## config.mk

```make
export PLATFORM = sky130hd
export DESIGN_NAME = ecpm_div
export DESIGN_NICKNAME = d
export VERILOG_FILES = /design/src/hw/rtl/ecpm_div.sv
export SDC_FILE = /design/constraint.sdc
export NUM_CORES = 1
export LEC_CHECK = 0
export BUFFER_PORTS_ARGS = -buffer_cell sky130_fd_sc_hd__buf_4
export CAP_MARGIN = 40
export CORE_ASPECT_RATIO = 1.25
export CORE_MARGIN = 5
export CORE_UTILIZATION = 52
export CTS_BUF_LIST = sky130_fd_sc_hd__clkbuf_8
export DETAILED_ROUTE_END_ITERATION = 8
export PLACE_DENSITY = 0.86
export SYNTH_ARGS = -nofsm -noshare
export SYNTH_HDL_FRONTEND = slang
export SYNTH_SLANG_ARGS = --single-unit
```

## constraint.sdc

```tcl
create_clock -name clk_i -period 7.33 [get_ports clk_i]
set_input_delay 1.0995 -clock clk_i [delete_from_list [all_inputs] [get_ports clk_i]]
set_output_delay 1.0995 -clock clk_i [all_outputs]
set_load 0.02 [all_outputs]
```

## src/hw/rtl/ecpm_div.sv

```systemverilog
// Iterative unsigned divider, two quotient bits per cycle.
// Standalone; used by the energy counter power meter top level.
module ecpm_div #(
  parameter int DW = 40,
  parameter int VW = 16
) (
  input  logic          clk_i,
  input  logic          rst_ni,
  input  logic          start_i,
  input  logic [DW-1:0] dividend_i,
  input  logic [VW-1:0] divisor_i,
  output logic          busy_o,
  output logic [DW-1:0] quotient_o
);

  localparam int IT = (DW + 1) / 2;
  localparam int PW = 2 * IT;
  localparam int CW = $clog2(IT + 1);

  logic          busy_q, busy_d;
  logic [CW-1:0] cnt_q, cnt_d;
  logic [PW-1:0] sh_q, sh_d;
  logic [VW-1:0] rem_q, rem_d;
  logic [VW-1:0] dvs_q, dvs_d;

  logic [VW:0]   t1, t2, r1, r2;
  logic          ge1, ge2;

  always_comb begin
    t1 = {rem_q, sh_q[PW-1]};
    ge1 = t1 >= {1'b0, dvs_q};
    r1 = ge1 ? t1 - {1'b0, dvs_q} : t1;
    t2 = {r1[VW-1:0], sh_q[PW-2]};
    ge2 = t2 >= {1'b0, dvs_q};
    r2 = ge2 ? t2 - {1'b0, dvs_q} : t2;

    busy_d = busy_q;
    cnt_d = cnt_q;
    sh_d = sh_q;
    rem_d = rem_q;
    dvs_d = dvs_q;
    if (start_i) begin
      busy_d = 1'b1;
      cnt_d = CW'(IT);
      sh_d = PW'(dividend_i);
      rem_d = '0;
      dvs_d = divisor_i;
    end else if (busy_q) begin
      sh_d = {sh_q[PW-3:0], ge1, ge2};
      rem_d = r2[VW-1:0];
      cnt_d = cnt_q - 1'b1;
      busy_d = cnt_q != CW'(1);
    end
  end

  always_ff @(posedge clk_i or negedge rst_ni) begin
    if (!rst_ni) begin
      busy_q <= 1'b0;
      cnt_q <= '0;
    end else begin
      busy_q <= busy_d;
      cnt_q <= cnt_d;
    end
  end

  always_ff @(posedge clk_i) begin
    sh_q <= sh_d;
    rem_q <= rem_d;
    dvs_q <= dvs_d;
  end

  assign busy_o = busy_q;
  assign quotient_o = sh_q[DW-1:0];

endmodule

```

==> impl_summary.txt <==
----------------------------------------------------
[Yosys]
  Count of state elements after synthesis ... 78
  Most frequently used flop master after synthesis ... sky130_fd_sc_hd__edfxtp_1
  Yosys warning total ... 0
  Number of unique standard cell types used by synthesis ... 60
  Number of nets produced by synthesis ... 546
  Ys async rst share ... 7.692%
  Most numerous cell in the Yosys netlist ... sky130_fd_sc_hd__edfxtp_1
  Synth cell count leaders ... sky130_fd_sc_hd__edfxtp_1 (56), sky130_fd_sc_hd__mux2_2 (53), sky130_fd_sc_hd__ha_1 (34), sky130_fd_sc_hd__inv_1 (31)
  Number of synthesized flops with an enable pin ... 56
  Synth top area cells ... sky130_fd_sc_hd__edfxtp_1 (34%), sky130_fd_sc_hd__mux2_2 (12%), sky130_fd_sc_hd__ha_1 (8.5%)
  Cell count after synthesis ... 451
  Cell type with the largest total area after synthesis ... sky130_fd_sc_hd__edfxtp_1
  Post-synthesis instance area ... 4984 µm²
  Sequential fraction of the synthesis area ... 43.18%
  Area fraction of the dominant cell type after synthesis ... 33.74%
  Average instance area after synthesis ... 11.05 µm²

[Setup path]
  Register-to-register setup slack ... 1.98 ns
  Crit path max-delay cell type ... sky130_fd_sc_hd__a211oi_1
  Crit Reg-Reg Startpoint ... dvs_q[10]
  Critical path startpoint category ... register
  Crit path to ... rem_q[0]
  Type of the worst setup path ... register to register
  CP most frequent cell ... sky130_fd_sc_hd__ha_1
  Cell-by-cell listing of the critical path ... inv_1 -> ha_1 -> a21o_1 -> a211oi_4 -> o21ai_2 -> a2111oi_4 -> nand2_2 -> mux2_2 -> ha_1 -> a21oi_1 -> o21ai_0 -> a221oi_2 -> a31oi_1 -> a211oi_1 -> o21ai_4 -> mux2_1 -> a211oi_2
  Largest fanout on the critical path ... 17
  R2r worst-path depth ... 17
  Endpoint of the most critical register-to-register path ... rem_q[0]
  Crit path capture type ... register
  Launching element of the worst setup path ... dvs_q[10]
  Worst path arrival time ... 5.63 ns
  WP data required ... 7.61 ns
  Longest individual stage delay on the worst path ... 0.45 ns

[Global routing]
  Pin count of the biggest net entering global routing ... 69
  Tot GR Track Use ... 21.45%
  Overflow after GRT ... 0
  Number of global-route vias before repair ... 4076
  Antenna violations before repair ... 0
  Global-route wire length before repair ... 19980 µm

[Pwr]
  Total power divided by cell area ... 400.9 nW/µm²
  IR drop worst, VDD ... 0.1772 mV
  Cell leakage power ... 2.621 nW

[Timing]
  Actual slew at the worst max-slew pin ... 0.8211 ns
  Final Slew Violations ... 0
  Worst-case hold slack ... 0.4743 ns
  Setup repair after global routing missed its margin ... no
  Period Utilization, post-route ... 72.97%
  F_max ... 187.0 MHz
  Tmin final ... 5.349 ns
  Slew headroom ... 45.26%
  Final total negative setup slack ... 0 ns
  Setup skew after layout ... 0.007905 ns
  Final-report hold violation count ... 0
  Final count of negative-setup-slack endpoints ... 0

[Layout]
  Total Nets Final ... 644
  Layout cells sized above 1 ... 32.49%
  Area growth from synthesis to layout ... 20.36%
  Number of inserted diodes ... 0

[Detailed routing]
  Vias per cell ... 5.688
  Count of vias placed by the detailed router ... 3868
  Drt pass-1 iters ... 4
  Final routed wire length divided by cell count ... 17.98 µm
  Detailed-route wire length ... 12220 µm
  Number of DRC violations after detailed routing ... 0
  Number of routed nets with antenna violations ... 0
  Violation count after the first detailed-routing iteration ... 166

[Clocking]
  # resized after CTS ... 0
  CTS Sinks ... 78
  Later-pin clock latency in the skew report ... 0.36 ns
  CTS buffer count ... 9
  Clock-pin slew of the registers on the worst-case setup and hold paths ... 0.08 ns
  Post-cts hold buffer count ... 0
  Root Buffer Master ... sky130_fd_sc_hd__clkbuf_8
  Number of levels the H-tree was split into ... 3
  Worst-case clock buffer depth ... 2
  Setup Fix Bufs, Post-CTS ... 0
  CTS tree ... built

[Floorplanning]
  Die boundary height ... 119.5 µm
  Core area ... 9509 µm²
  Width of the die ... 97.56 µm
  Die area ... 11650 µm²
  Effective utilization at floorplan ... 52.41%
  Standard-cell row count ... 40
  Total I/O pin count ... 100

[Place]
  Number of buffers added on ports ... 99
  HPWL Detailed ... 9246 µm
  Global placement routability congestion ... 0.9006

[Worst hold path]
  Hold Crit Class ... register to register

[Outcome]
  Result of the run ... complete, no violations

[Job]
  Max Cap Viol ... 0

----------------------------------------------------
## sequential cells by signal (all words and copies together), names as in the netlist
name and cells:
busy_o 1, cnt_q 5, dvs_q 16, quotient_o 40
rem_q 16
## per-layer routing
| layer | share of wire [%] | vias to the layer above | routed length, µm | global-route usage [%] |
|---|---|---|---|---|
| met2 | 49 | 138 | 6050 | 36.28 |
| met3 | 7.4 | 29 | 899 | 7.733 |
| met1 | 40 | 1834 | 4857 | 23.87 |
| li1 | - | 1867 | - | - |
| met5 | 0 | - | 0 | 0 |
| met4 | 3.4 | 0 | 415 | 10.30 |
## final cells by class
class / count / area (µm²)
Clock inverter: 7 / 36.28
Fill cell: 775 / 3511
Clock buffer: 9 / 123.9
Multi-Input combinational cell: 328 / 2654
Sequential cell: 78 / 2152
Timing Repair Buffer: 101 / 758.2
Inverter: 31 / 116.4
Tap cell: 126 / 157.7
## critical path: cells and delay by family, from the launching register on
kind                     cells  cell delay [ns]
AO/OA/AOI/OAI               11             2.97
multiplexers                 2             0.80
adder cells (fa/ha/maj)      2             0.66
flip-flops                   1             0.37
AND/OR/NAND/NOR              1             0.37
buffers and inverters        1             0.09
## cells by family (layout without fill, tap and decap cells)
family                     Yosys count  count (layout)  synth area share, %
and+or+nand+nor                     99              99                9.943
AOI/OAI and AO/OA                   95              95                13.38
DFF                                 78              78                43.18
muxes                               72              72                16.02
buffers and inverters               45             148                3.565
adders and majority gates           36              36                9.340
xor gates and xnor gates            26              26                4.569
## worst min path at each step
stage,startpoint,endpoint,slack (ns),depth (start not counted)
after CTS,rem_q[12],rem_q[12],0.47,2
after global placement,rem_q[3],rem_q[3],0.46,2
final,rem_q[3],rem_q[3],0.47,2
after detailed placement,rem_q[3],rem_q[3],0.46,2
after global routing,rem_q[1],rem_q[1],0.50,2
after floorplan,rem_q[10],rem_q[10],0.44,2
## power breakdown
| group | internal, mW | switching, mW | leakage, nW |
|---|---|---|---|
| registers | 0.564 | 0.0589 | 0.781 |
| logic | 0.689 | 0.817 | 1.75 |
| clock network | 0.118 | 0.158 | 0.0888 |
## through the flow
step                      cell area (µm²)  total power, mW  util [%]  setup WS [ns]  instances
after floorplan                      4984            1.785         -          2.638        451
after global placement               5831            2.065     61.32          2.282        663
after detailed placement             5838            2.119     61.39          2.050        664
after CTS                            5998            2.409     63.08          2.013        680
after global routing                 5998            2.594     63.08          1.613        680
final                                5998            2.405     63.08          1.981        680
## layout by cell type (no fill, tap or decap), types with 9 or more instances in the layout
master / instances
sky130_fd_sc_hd__a21oi_1: 20
sky130_fd_sc_hd__buf_4: 101
sky130_fd_sc_hd__clkbuf_8: 9
sky130_fd_sc_hd__dfxtp_1: 16
sky130_fd_sc_hd__edfxtp_1: 56
sky130_fd_sc_hd__ha_1: 34
sky130_fd_sc_hd__inv_1: 34
sky130_fd_sc_hd__mux2_2: 53
sky130_fd_sc_hd__mux2i_1: 16
sky130_fd_sc_hd__nand2_1: 25
sky130_fd_sc_hd__nor2_1: 25
sky130_fd_sc_hd__o21ai_0: 15
sky130_fd_sc_hd__o21ai_1: 9
sky130_fd_sc_hd__xnor2_1: 16
sky130_fd_sc_hd__xor2_1: 10
No activity file was read; power rests on OpenSTA's default activity.
